<file path="src/rtl/brb_pkg.sv">
// shared constants for the rotating bitmap blitter
package brb_pkg;

    // panel geometry
    localparam int DISPLAY_COLUMNS = 296;
    localparam int LINE_BYTES      = 16;

    // field widths
    localparam int ADDR_W  = 16;
    localparam int BYTE_W  = 8;
    localparam int ROW_W   = 4;
    localparam int COL_W   = 9;
    localparam int DIM_W   = 8;
    localparam int CFG_W   = 9;
    localparam int CIDX_W  = 2;
    localparam int CNT_W   = 13;
    localparam int OUT_W   = 24;

    // configuration register indexes
    localparam logic [CIDX_W-1:0] CFG_START_ROW     = 2'd0;
    localparam logic [CIDX_W-1:0] CFG_START_COLUMN  = 2'd1;
    localparam logic [CIDX_W-1:0] CFG_BITMAP_WIDTH  = 2'd2;
    localparam logic [CIDX_W-1:0] CFG_BITMAP_HEIGHT = 2'd3;

    // address arithmetic constants, all modulo 2^16
    localparam logic [ADDR_W-1:0] ORIGIN_BASE = ADDR_W'((DISPLAY_COLUMNS * LINE_BYTES) % 65536);
    localparam logic [ADDR_W-1:0] LINE_STEP   = ADDR_W'(LINE_BYTES % 65536);
    localparam logic [ADDR_W-1:0] GROUP_JUMP  = ADDR_W'((8 * LINE_BYTES + 1) % 65536);

    typedef logic [BYTE_W-1:0] byte_row_t;

endpackage

</file>
<file path="src/rtl/bitmap_rotate_blit.sv">
// rotating bitmap blitter: 8x8 bit transpose and frame buffer address walk
//
// usage:
//   s_ channel takes one bitmap byte per word (s_tdata), in column-by-column
//   order. every eighth byte closes a group; the group is transposed and
//   leaves on the m_ channel as eight frame buffer writes, one per word.
//   m_tdata = {write_data, write_address}, m_tlast marks the eighth write of
//   a group, m_tuser marks the final write of a bitmap that ends on a whole group.
//   cfg_wr_en/cfg_index/cfg_wr_data write start_row, start_column,
//   bitmap_width, bitmap_height; any write restarts the bitmap. write only
//   while the block is idle.
// timing:
//   a byte is accepted every cycle while s_tready is high. the first write of a group
//   appears on m_ once the emitter and then the output register have taken it, then
//   one write per cycle while m_tready holds. the group buffer and the write emitter are
//   double buffered, so the sustained rate is one byte in and one write out per cycle;
//   the eighth byte of a group waits only while the emitter still holds rows
//   of the previous group that cannot move out.
// reset:
//   aresetn low clears the byte count, the emitter and the output valid and
//   loads the register reset values (8x8 bitmap at row 0, column 0).
// stall:
//   a stalled m_ side holds its word; bytes keep flowing until the next
//   group is full, then s_tready drops until the emitter frees up.
module bitmap_rotate_blit
    import brb_pkg::*;
(
    input  logic              aclk,
    input  logic              aresetn,
    // configuration write port
    input  logic              cfg_wr_en,
    input  logic [CIDX_W-1:0] cfg_index,
    input  logic [CFG_W-1:0]  cfg_wr_data,
    // byte input
    input  logic              s_tvalid,
    output logic              s_tready,
    input  logic [BYTE_W-1:0] s_tdata,      // [7:0] source_byte
    // frame buffer writes
    output logic              m_tvalid,
    input  logic              m_tready,
    output logic [OUT_W-1:0]  m_tdata,      // [15:0] write_address, [23:16] write_data
    output logic              m_tlast,      // last_of_group
    output logic              m_tuser       // [0] bitmap_done
);

    // configuration registers
    logic [ROW_W-1:0] start_row_reg;
    logic [COL_W-1:0] start_col_reg;
    logic [DIM_W-1:0] bmp_width_reg;
    logic [DIM_W-1:0] bmp_height_reg;

    // gather side
    byte_row_t        gather_reg [8];
    byte_row_t        gather_next [8];
    logic [CNT_W-1:0] cnt_reg;
    logic [CNT_W-1:0] cnt_next;
    logic [2:0]       pos;
    logic [CNT_W-1:0] bmp_size;
    logic             s_fire;
    logic             group_done;
    logic             bmp_last;

    // emitter side
    byte_row_t         em_blk_reg [8];
    logic              em_busy_reg;
    logic [2:0]        em_row_reg;
    logic              em_first_reg;
    logic              em_last_reg;
    logic [ADDR_W-1:0] em_addr_reg;
    logic [ADDR_W-1:0] em_addr_next;
    logic [DIM_W-1:0]  em_hp_reg;
    logic [DIM_W-1:0]  em_hp_next;
    logic [DIM_W-1:0]  hp_inc;
    logic [ADDR_W-1:0] row_addr;
    logic [ADDR_W-1:0] origin;
    logic              em_move;
    logic              em_free;
    logic              load;

    // output register
    logic              m_tvalid_reg;
    logic [OUT_W-1:0]  m_tdata_reg;
    logic              m_tlast_reg;
    logic              m_tuser_reg;

    // bitmap size in bytes and start address from the registers
    assign bmp_size = CNT_W'((16'(bmp_width_reg) * 16'(bmp_height_reg)) >> 3);
    assign origin   = ORIGIN_BASE + ADDR_W'(start_row_reg)
                      - ADDR_W'(ADDR_W'(start_col_reg) * LINE_STEP);

    assign pos        = cnt_reg[2:0];
    assign s_fire     = s_tvalid && s_tready;
    assign cnt_next   = cnt_reg + CNT_W'(1);
    assign bmp_last   = cnt_next >= bmp_size;
    assign group_done = (cnt_next[2:0] == 3'd0);

    // emitter moves a row whenever the output register can take it
    assign em_move  = em_busy_reg && (!m_tvalid_reg || m_tready);
    assign em_free  = !em_busy_reg || (em_row_reg == 3'd7 && em_move);
    assign s_tready = (pos != 3'd7) || em_free;
    assign load     = s_fire && group_done;

    // drop byte bits into the group: byte pos feeds bit 7-pos of every row
    always_comb begin
        for (int r = 0; r < 8; r++) begin
            gather_next[r] = gather_reg[r];
            gather_next[r][3'd7 - pos] = s_tdata[7 - r];
        end
    end

    // address walk for the row being issued
    always_comb begin
        if (em_hp_reg == '0) begin
            if (em_first_reg && em_row_reg == 3'd0) begin
                row_addr = em_addr_reg;
            end else begin
                // new column: step back to the top of the next column
                row_addr = em_addr_reg - ADDR_W'(bmp_height_reg[7:3]) + ADDR_W'(1);
            end
        end else if (em_row_reg == 3'd0) begin
            // next group in the same column
            row_addr = em_addr_reg + GROUP_JUMP;
        end else begin
            row_addr = em_addr_reg;
        end
    end

    assign hp_inc = em_hp_reg + DIM_W'(1);

    always_comb begin
        em_addr_next = em_addr_reg;
        em_hp_next   = em_hp_reg;
        if (em_move) begin
            em_addr_next = row_addr - LINE_STEP;
            em_hp_next   = (hp_inc == bmp_height_reg) ? '0 : hp_inc;
        end
        // first group of a bitmap starts from the origin
        if (load && cnt_next == CNT_W'(8)) begin
            em_addr_next = origin;
            em_hp_next   = '0;
        end
    end

    // configuration
    always_ff @(posedge aclk) begin
        if (!aresetn) begin
            start_row_reg  <= '0;
            start_col_reg  <= '0;
            bmp_width_reg  <= DIM_W'(8);
            bmp_height_reg <= DIM_W'(8);
        end else if (cfg_wr_en) begin
            case (cfg_index)
                CFG_START_ROW:     start_row_reg  <= cfg_wr_data[ROW_W-1:0];
                CFG_START_COLUMN:  start_col_reg  <= cfg_wr_data[COL_W-1:0];
                CFG_BITMAP_WIDTH:  bmp_width_reg  <= cfg_wr_data[DIM_W-1:0];
                CFG_BITMAP_HEIGHT: bmp_height_reg <= cfg_wr_data[DIM_W-1:0];
                default: ;
            endcase
        end
    end

    // byte counter; a config write or the end of the bitmap restarts it
    always_ff @(posedge aclk) begin
        if (!aresetn) begin
            cnt_reg <= '0;
        end else if (cfg_wr_en) begin
            cnt_reg <= '0;
        end else if (s_fire) begin
            cnt_reg <= bmp_last ? '0 : cnt_next;
        end
    end

    // group buffer: every bit is rewritten before a group completes
    always_ff @(posedge aclk) begin
        if (s_fire) begin
            for (int r = 0; r < 8; r++) begin
                gather_reg[r] <= gather_next[r];
            end
        end
    end

    // emitter control
    always_ff @(posedge aclk) begin
        if (!aresetn) begin
            em_busy_reg  <= 1'b0;
            em_row_reg   <= '0;
            em_first_reg <= 1'b0;
            em_last_reg  <= 1'b0;
            em_addr_reg  <= '0;
            em_hp_reg    <= '0;
        end else begin
            em_addr_reg <= em_addr_next;
            em_hp_reg   <= em_hp_next;
            if (em_move) begin
                em_row_reg <= em_row_reg + 3'd1;
                if (em_row_reg == 3'd7) begin
                    em_busy_reg <= 1'b0;
                end
            end
            if (load) begin
                em_busy_reg  <= 1'b1;
                em_row_reg   <= '0;
                em_first_reg <= (cnt_next == CNT_W'(8));
                em_last_reg  <= bmp_last;
            end
        end
    end

    always_ff @(posedge aclk) begin
        if (load) begin
            for (int r = 0; r < 8; r++) begin
                em_blk_reg[r] <= gather_next[r];
            end
        end
    end

    // output register
    always_ff @(posedge aclk) begin
        if (!aresetn) begin
            m_tvalid_reg <= 1'b0;
        end else if (em_move) begin
            m_tvalid_reg <= 1'b1;
        end else if (m_tready) begin
            m_tvalid_reg <= 1'b0;
        end
    end

    always_ff @(posedge aclk) begin
        if (em_move) begin
            m_tdata_reg <= {em_blk_reg[em_row_reg], row_addr};
            m_tlast_reg <= (em_row_reg == 3'd7);
            m_tuser_reg <= (em_row_reg == 3'd7) && em_last_reg;
        end
    end

    assign m_tvalid = m_tvalid_reg;
    assign m_tdata  = m_tdata_reg;
    assign m_tlast  = m_tlast_reg;
    assign m_tuser  = m_tuser_reg;

    // input only stalls on a full group facing a busy emitter
    a_stall_cause: assert property (@(posedge aclk) disable iff (!aresetn)
        !s_tready |-> (pos == 3'd7 && em_busy_reg))
        else $error("input stalled without a pending group");

    // a completed group always occupies the emitter next cycle
    a_load_busy: assert property (@(posedge aclk) disable iff (!aresetn)
        load |=> (em_busy_reg && em_row_reg == 3'd0))
        else $error("group not handed to emitter");

    // bitmap end only on a group's last write
    a_done_last: assert property (@(posedge aclk) disable iff (!aresetn)
        (m_tvalid && m_tuser) |-> m_tlast)
        else $error("bitmap end off a group boundary");

    // idle emitter rests at row zero
    a_idle_row: assert property (@(posedge aclk) disable iff (!aresetn)
        !em_busy_reg |-> (em_row_reg == 3'd0))
        else $error("idle emitter not at row zero");

endmodule

</file>
<file path="config.mk">
export PLATFORM = sky130hd
export DESIGN_NAME = bitmap_rotate_blit
export DESIGN_NICKNAME = d
export VERILOG_FILES = /design/src/rtl/brb_pkg.sv /design/src/rtl/bitmap_rotate_blit.sv
export SDC_FILE = /design/constraint.sdc
export NUM_CORES = 1
export LEC_CHECK = 0
export BUFFER_PORTS_ARGS = -buffer_cell sky130_fd_sc_hd__buf_4
export CORE_ASPECT_RATIO = 1.1
export CORE_MARGIN = 4
export CORE_UTILIZATION = 44
export DETAILED_ROUTE_END_ITERATION = 12
export REMOVE_ABC_BUFFERS = 1
export SLEW_MARGIN = 40
export SYNTH_ARGS = -nofsm -noshare
export SYNTH_HDL_FRONTEND = slang
export SYNTH_SLANG_ARGS = --single-unit
export TNS_END_PERCENT = 10
</file>
<file path="constraint.sdc">
create_clock -name aclk -period 8 [get_ports aclk]
set_input_delay 0.4 -clock aclk [delete_from_list [all_inputs] [get_ports aclk]]
set_output_delay 0.4 -clock aclk [all_outputs]
set_load 0.005 [all_outputs]
</file>
==> results.ini, run 1 <==
[setup_path]
startpoint_type = flop
critPathCaptureType = flop
worstPathMaxFanout = 14
cp.required_ns = 8.37
cp_data_arrival_time_ns = 6.40
path_class = flop to flop

[synthesis]
ys.flop_type = edfxtp_1
synth_edf_count = 154
synth.distinct_cells = 81
synth_compound_area_share_pct = 9.11
synth_top_family_by_area = simple AND/OR/NAND/NOR gates
yosys.area_share.simple_pct = 14.3
ys_ff_latch = 227
synth_area_mm2 = 0.0133
avgSynthCellArea_um2 = 11.3
synth.area.mux_share_pct = 9.63
netlist_instances = 1179
async_flop_share_pct = 0
synth-xor-area-share_pct = 3.93
ys_seq_area_share_pct = 45.6
yosys_warnings = 0
synth_fa_ha_area_share_pct = 13.5

[final_layout]
final_area_mm2 = 0.0149
num-fill-cells = 2697
final_net_count = 1373
final_layout_size_suffix_gt1_share_pct = 17.7
final_util_pct = 50.3
antenna_cells = 0
instances_no_fill = 1620
areaGrowthSynthToFinish_pct = 12.0

[floorplan]
core_area_mm2 = 0.0297
fp.dieW_um = 174
dieArea_mm2 = 0.0332
num_io_pins = 52
start_util_pct = 44.8
rows = 66
die_h_um = 191

[sta]
setup_tns_ns = 0
drv_slew = 0
hold_viol = 0
relSlewSlack_pct = 49.2
rsz0062_at_grt = false
setup_viol = 0
period_share_pct = 75.4
timing.final.ws_setup_ns = 1.97
worst_pin_slew_ns = 0.760
fmax_mhz = 166
layout_min_cycle_time_ns = 6.03
hold_slack_ns = 0.161
fin_skew_ns = 0.0197

[clocking]
post_cts_buffers = 0
cts_resized = 0
path_clk_slew_ns = 0.06
clk_latency_ns = 0.52
tritoncts.num_buffers = 25
ctsRootBufferMaster = clkbuf_16
hold_buffers = 0
h-tree-depth = 1
ctsLongestPathBuffers = 3
clock_sinks = 227
cts_tree = done

[route]
first_pass_iters = 4
ant_nets = 0
wl_um = 28800
vias = 8748
drt_iter0_drc = 497
wl_per_cell_um = 17.8
vias_per_cell = 5.40
drcViolationCount = 0

[pwr]
switching_share_pct = 21.9
p_sw_uw = 589
pwr-share-seq_pct = 48.2
peakVddDrop_v = 0.000164
power_leakage_nw = 5.95
power_density_mw_per_mm2 = 180
p_clk_share_pct = 44.2
combPwrFrac_pct = 7.6
internal-power_mw = 2.10
finalPower_mw = 2.69

[global_route]
grt_max_degree = 69
overflow = 0
grt_pass1_wl_um = 46800
antenna_found_initial = 0
grt_pass1_vias = 8761
grt_use_total_pct = 17.2

[placement]
dp_hpwl_um = 19700
io_buffers = 51
place_ws_ns = 1.97
placed_cells = 1574
placed_area_mm2 = 0.0141
finalWeightedCongestion = 0.862

[outcome]
status = finished, final reports clean

[min_path]
min_path_type = primary input to flop

[run]
cap_violations = 0

-- critical path, cell delays in order, from the launching register on --
cell      delay (ns)
dfxtp_1         0.56
nand2_1         0.14
fa_1            0.51
fa_1            0.49
inv_1           0.06
fa_1            0.54
inv_1           0.06
fa_1            0.53
inv_1           0.04
ha_1            0.29
inv_1           0.09
o21bai_1        0.08
a21oi_1         0.22
nor2b_1         0.07
o21a_1          0.18
nor3_1          0.13
nor2_1          0.08
o41ai_1         0.32
xnor2_1         0.12
ha_1            0.33
nand4_1         0.09
nor4_1          0.25
a211oi_1        0.09
o21ai_0         0.09
buf_4           0.24
nor2b_1         0.06
o21ai_0         0.16
a21oi_1         0.10
-- placed cells by master, fill, tap and decap left out, types with 28 or more instances in the layout --
cell / n
inv_1: 84
fa_1: 37
xor2_1: 28
xnor2_1: 30
ha_1: 85
mux2_2: 74
nor2_1: 65
edfxtp_1: 154
buf_4: 60
and2_1: 57
dfxtp_1: 73
nand2_1: 111
a21oi_1: 46
nand3_1: 28
-- cell type report --
cell class / instances / area, um2 / area share (%)
Timing Repair Buffer: 62 / 473 / 3.17
Tap cell: 374 / 468 / 3.13
Multi-Input combinational cell: 823 / 6740 / 45.1
Clock inverter: 16 / 203 / 1.36
Inverter: 88 / 330 / 2.21
Sequential cell: 227 / 6090 / 40.7
Clock buffer: 30 / 644 / 4.31
-- metal layers --
| layer | up-vias | share of wire (%) | global-route usage (%) | wire, um |
|---|---|---|---|---|
| met5 | - | 0 | 0 | 0 |
| met4 | 0 | 1.8 | 3.53 | 527 |
| met3 | 39 | 3.0 | 2.04 | 867 |
| met2 | 108 | 48 | 29.4 | 13800 |
| met1 | 4297 | 47 | 23.8 | 13600 |
| li1 | 4304 | - | - | - |
-- synthesized netlist by cell type (6+ instances only) --
cell type / count / area (um2)
inv_1: 87 / 327
ha_1: 85 / 1060
nand4_1: 11 / 68.8
o21ai_0: 19 / 95.1
nand3_1: 28 / 140
mux2i_1: 9 / 90.1
a21boi_0: 27 / 203
a21o_1: 7 / 52.6
a211oi_1: 6 / 45.0
buf_2: 9 / 45.0
mux2_2: 74 / 833
a31oi_1: 7 / 43.8
o211ai_1: 6 / 45.0
a21oi_1: 46 / 230
nor2_1: 65 / 244
and3_1: 9 / 56.3
xor2_1: 28 / 245
and2_1: 57 / 357
nor3_1: 23 / 115
mux4_2: 16 / 360
nor2b_1: 14 / 87.6
o21ai_1: 8 / 40.0
nand2_1: 111 / 417
fa_1: 37 / 741
xnor2_1: 30 / 263
clkbuf_1: 28 / 105
edfxtp_1: 154 / 4620
dfxtp_1: 73 / 1460
nor3b_1: 7 / 52.6
-- kinds of logic after synthesis --
kind of cell,after synthesis
adders and majority gates,122
muxes,99
buffers and inverters,129
AOI/OAI and AO/OA,177
DFF,227
and+or+nand+nor,366
xor gates and xnor gates,59
-- path summary, 6_finish.rpt --
kind	from	to	slack, ns	depth (start not counted)
max	bmp_height_reg[4]$_SDFFE_PN0P_	cnt_reg[3]$_SDFFE_PP0P_	1.97	27
min	cfg_wr_data[8]	start_col_reg[8]$_SDFFE_PN0P_	0.16	3
max reg2reg	bmp_height_reg[4]$_SDFFE_PN0P_	cnt_reg[3]$_SDFFE_PP0P_	1.97	27
min reg2reg	em_last_reg$_SDFFE_PN0P_	em_last_reg$_SDFFE_PN0P_	0.50	2
-- power by group through the flow --
stage                     registers (mW)  clock network (mW)  logic, mW
after CTS                           1.30                1.22      0.207
after global placement              1.32                   0      0.204
after floorplan                     1.32                   0      0.140
final                               1.30                1.19      0.204
after detailed placement            1.32                   0      0.205
after global routing                1.30                1.27      0.228
No activity file was read; power rests on OpenSTA's default activity.
==> inputs of run 2 (changes only) <==
==> constraint.sdc (replaced) <==
create_clock -name aclk -period 5.35 [get_ports aclk]
set_input_delay 0.2675 -clock aclk [delete_from_list [all_inputs] [get_ports aclk]]
set_output_delay 0.2675 -clock aclk [all_outputs]
set_load 0.005 [all_outputs]
==> run 2 against run 1 <==
The flow now finishes with violations (negative setup slack). Critical path type unchanged. Global-route usage is 0.62 points higher. Combinational power increased by 70%. Flip-flop and latch count is the same. Sequential power up 49%. Register-to-register slack worse by 2.3 ns. Clock power is 63% higher. Count of clock-buffer cells in the layout up 1. Critical endpoint unchanged. Power grew 57%. First-iteration DRC count is 16% higher. Sequential share of layout area fell by 1.6 points. Cell count is 3.3% higher.
==> results.ini, run 2 (synthesis results as in run 1) <==
[outcome]
status = finished, violations left
violations = negative setup slack

[clocking]
clk_latency_ns = 0.54
h-tree-depth = 1
tritoncts.num_buffers = 27
ctsRootBufferMaster = clkbuf_16
ctsLongestPathBuffers = 3
path_clk_slew_ns = 0.06
clock_sinks = 227
cts_tree = done

[placement]
io_buffers = 51
finalWeightedCongestion = 0.845
dp_hpwl_um = 20400
place_ws_ns = -0.438

[setup_path]
worst-path-buf-inv = 4
worstPathMaxFanout = 7
r2r-end = cnt_reg[3]$_SDFFE_PP0P_
cp.depth = 25
critPathCaptureType = flop
regToRegSetupSlack_ns = -0.29
r2r-start = bmp_width_reg[3]$_SDFFE_PN1P_
path_class = flop to flop
critPathSlowestCell = fa_1
cp_data_arrival_time_ns = 6.02
startpoint_type = flop
cpLargestDelayFamily = adder cells
crit_start = bmp_width_reg[3]$_SDFFE_PN1P_
path_common_cell = fa_1
reg2reg_depth = 25
max_stage_delay_ns = 0.56
cp.required_ns = 5.73
crit_end = cnt_reg[3]$_SDFFE_PP0P_

[global_route]
grt-busiest-layer = met2
grt_use_total_pct = 17.8
overflow = 0
use_met2_pct = 30.1
antenna_found_initial = 0
grt_max_degree = 69
met1_usage_pct = 24.9
grt_use_met3_pct = 2.16
grt_pass1_vias = 9072
grt_pass1_wl_um = 48300

[route]
wl_per_cell_um = 17.8
drt_iter0_drc = 579
ant_nets = 0
wl_um = 29800
vias_per_cell = 5.42
drcViolationCount = 0
first_pass_iters = 5
vias = 9070

[sta]
fin_skew_ns = 0.0240
hold_slack_ns = 0.0227
setup_viol = 14
timing.final.ws_setup_ns = -0.292
period_share_pct = 105
layout_min_cycle_time_ns = 5.64
fmax_mhz = 177
worst_pin_slew_ns = 0.813
setup_tns_ns = -3.30
relSlewSlack_pct = 45.7
rsz0062_at_grt = true
hold_viol = 0
drv_slew = 0

[pwr]
combPwrFrac_pct = 8.2
p_sw_uw = 932
internal-power_mw = 3.29
p_clk_share_pct = 45.9
switching_share_pct = 22.1
power_density_mw_per_mm2 = 270
power_leakage_nw = 6.28
peakVddDrop_v = 0.000214
finalPower_mw = 4.22
pwr-share-seq_pct = 45.9

[final_layout]
final_util_pct = 52.5
areaGrowthSynthToFinish_pct = 17.1
mostFrequentLayoutCell = edfxtp_1
final_layout_size_suffix_gt1_share_pct = 24.8
final_net_count = 1424
antenna_cells = 0
mostFrequentLayoutCells = edfxtp_1 (154), nand2_1 (107), buf_4 (104), ha_1 (80), inv_1 (79)

[floorplan]
dieArea_mm2 = 0.0332
num_io_pins = 52
fp.dieW_um = 174
die_h_um = 191
start_util_pct = 44.8
rows = 66
core_area_mm2 = 0.0297

[run]
cap_violations = 0

[min_path]
min_path_type = primary input to flop

run 2: worst min path at each step:
stage / startpoint / to / slack, ns / cells past startpoint
2_1_floorplan: aresetn / bmp_width_reg[3]$_SDFFE_PN1P_ / 0.34 / 1
3_3_place_gp: bmp_width_reg[0]$_SDFFE_PN0P_ / bmp_width_reg[0]$_SDFFE_PN0P_ / 0.48 / 2
3_5_place_dp: bmp_width_reg[0]$_SDFFE_PN0P_ / bmp_width_reg[0]$_SDFFE_PN0P_ / 0.48 / 2
4_1_cts: cfg_wr_data[2] / start_col_reg[2]$_SDFFE_PN0P_ / 0.003 / 3
5_1_grt: cfg_wr_data[1] / start_col_reg[1]$_SDFFE_PN0P_ / 0.02 / 3
6_report: cfg_wr_data[5] / bmp_width_reg[5]$_SDFFE_PN0P_ / 0.02 / 3
run 2: metrics by stage:
step | instance area [um2] | instances
2_1_floorplan | 13100 | 1138
3_3_place_gp | 14400 | 1618
3_5_place_dp | 14400 | 1618
4_1_cts | 15400 | 1670
5_1_grt | 15600 | 1673
6_report | 15600 | 1673
run 2: final cells by class:
type	instances	area (um2)
clock buffer	31	691
clock inverter	19	259
fill	2634	14100
inverter	88	330
multi-input combinational	823	6900
sequential	227	6110
tap	374	468
timing repair buffer	111	857
run 2: worst reg2reg max path, delay by kind of cell (launching register included):
family | cells | cell delay, ns
simple gates | 7 | 0.86
fa+ha+maj | 6 | 2.56
buf+inv | 4 | 0.48
xor+xnor | 1 | 0.13
flops | 1 | 0.34
compound gates | 7 | 1.14
run 2: power by group through the flow:
| stage | sequential (mW) | combinational, mW | clock [mW] |
|---|---|---|---|
| floorplan | 1.97 | 0.210 | 0 |
| global placement | 1.97 | 0.327 | 0 |
| detailed placement | 1.98 | 0.332 | 0 |
| CTS | 1.94 | 0.336 | 1.99 |
| global route | 1.94 | 0.384 | 2.07 |
| finish | 1.94 | 0.346 | 1.94 |
run 2: metal layers:
layer	vias to the layer above	part of all wire, %
met5	-	0
met4	0	1.6
met3	32	3.1
met2	132	49
met1	4506	46
li1	4400	-
run 2: what timing repair did:
action,CTS,global route
setup endpoints to repair,14,14
pin swaps,1,49
gates cloned,0,1
endpoints found under the hold margin,2,0
resized for setup,5,57
hold buffers,2,0
setup buffers,0,2
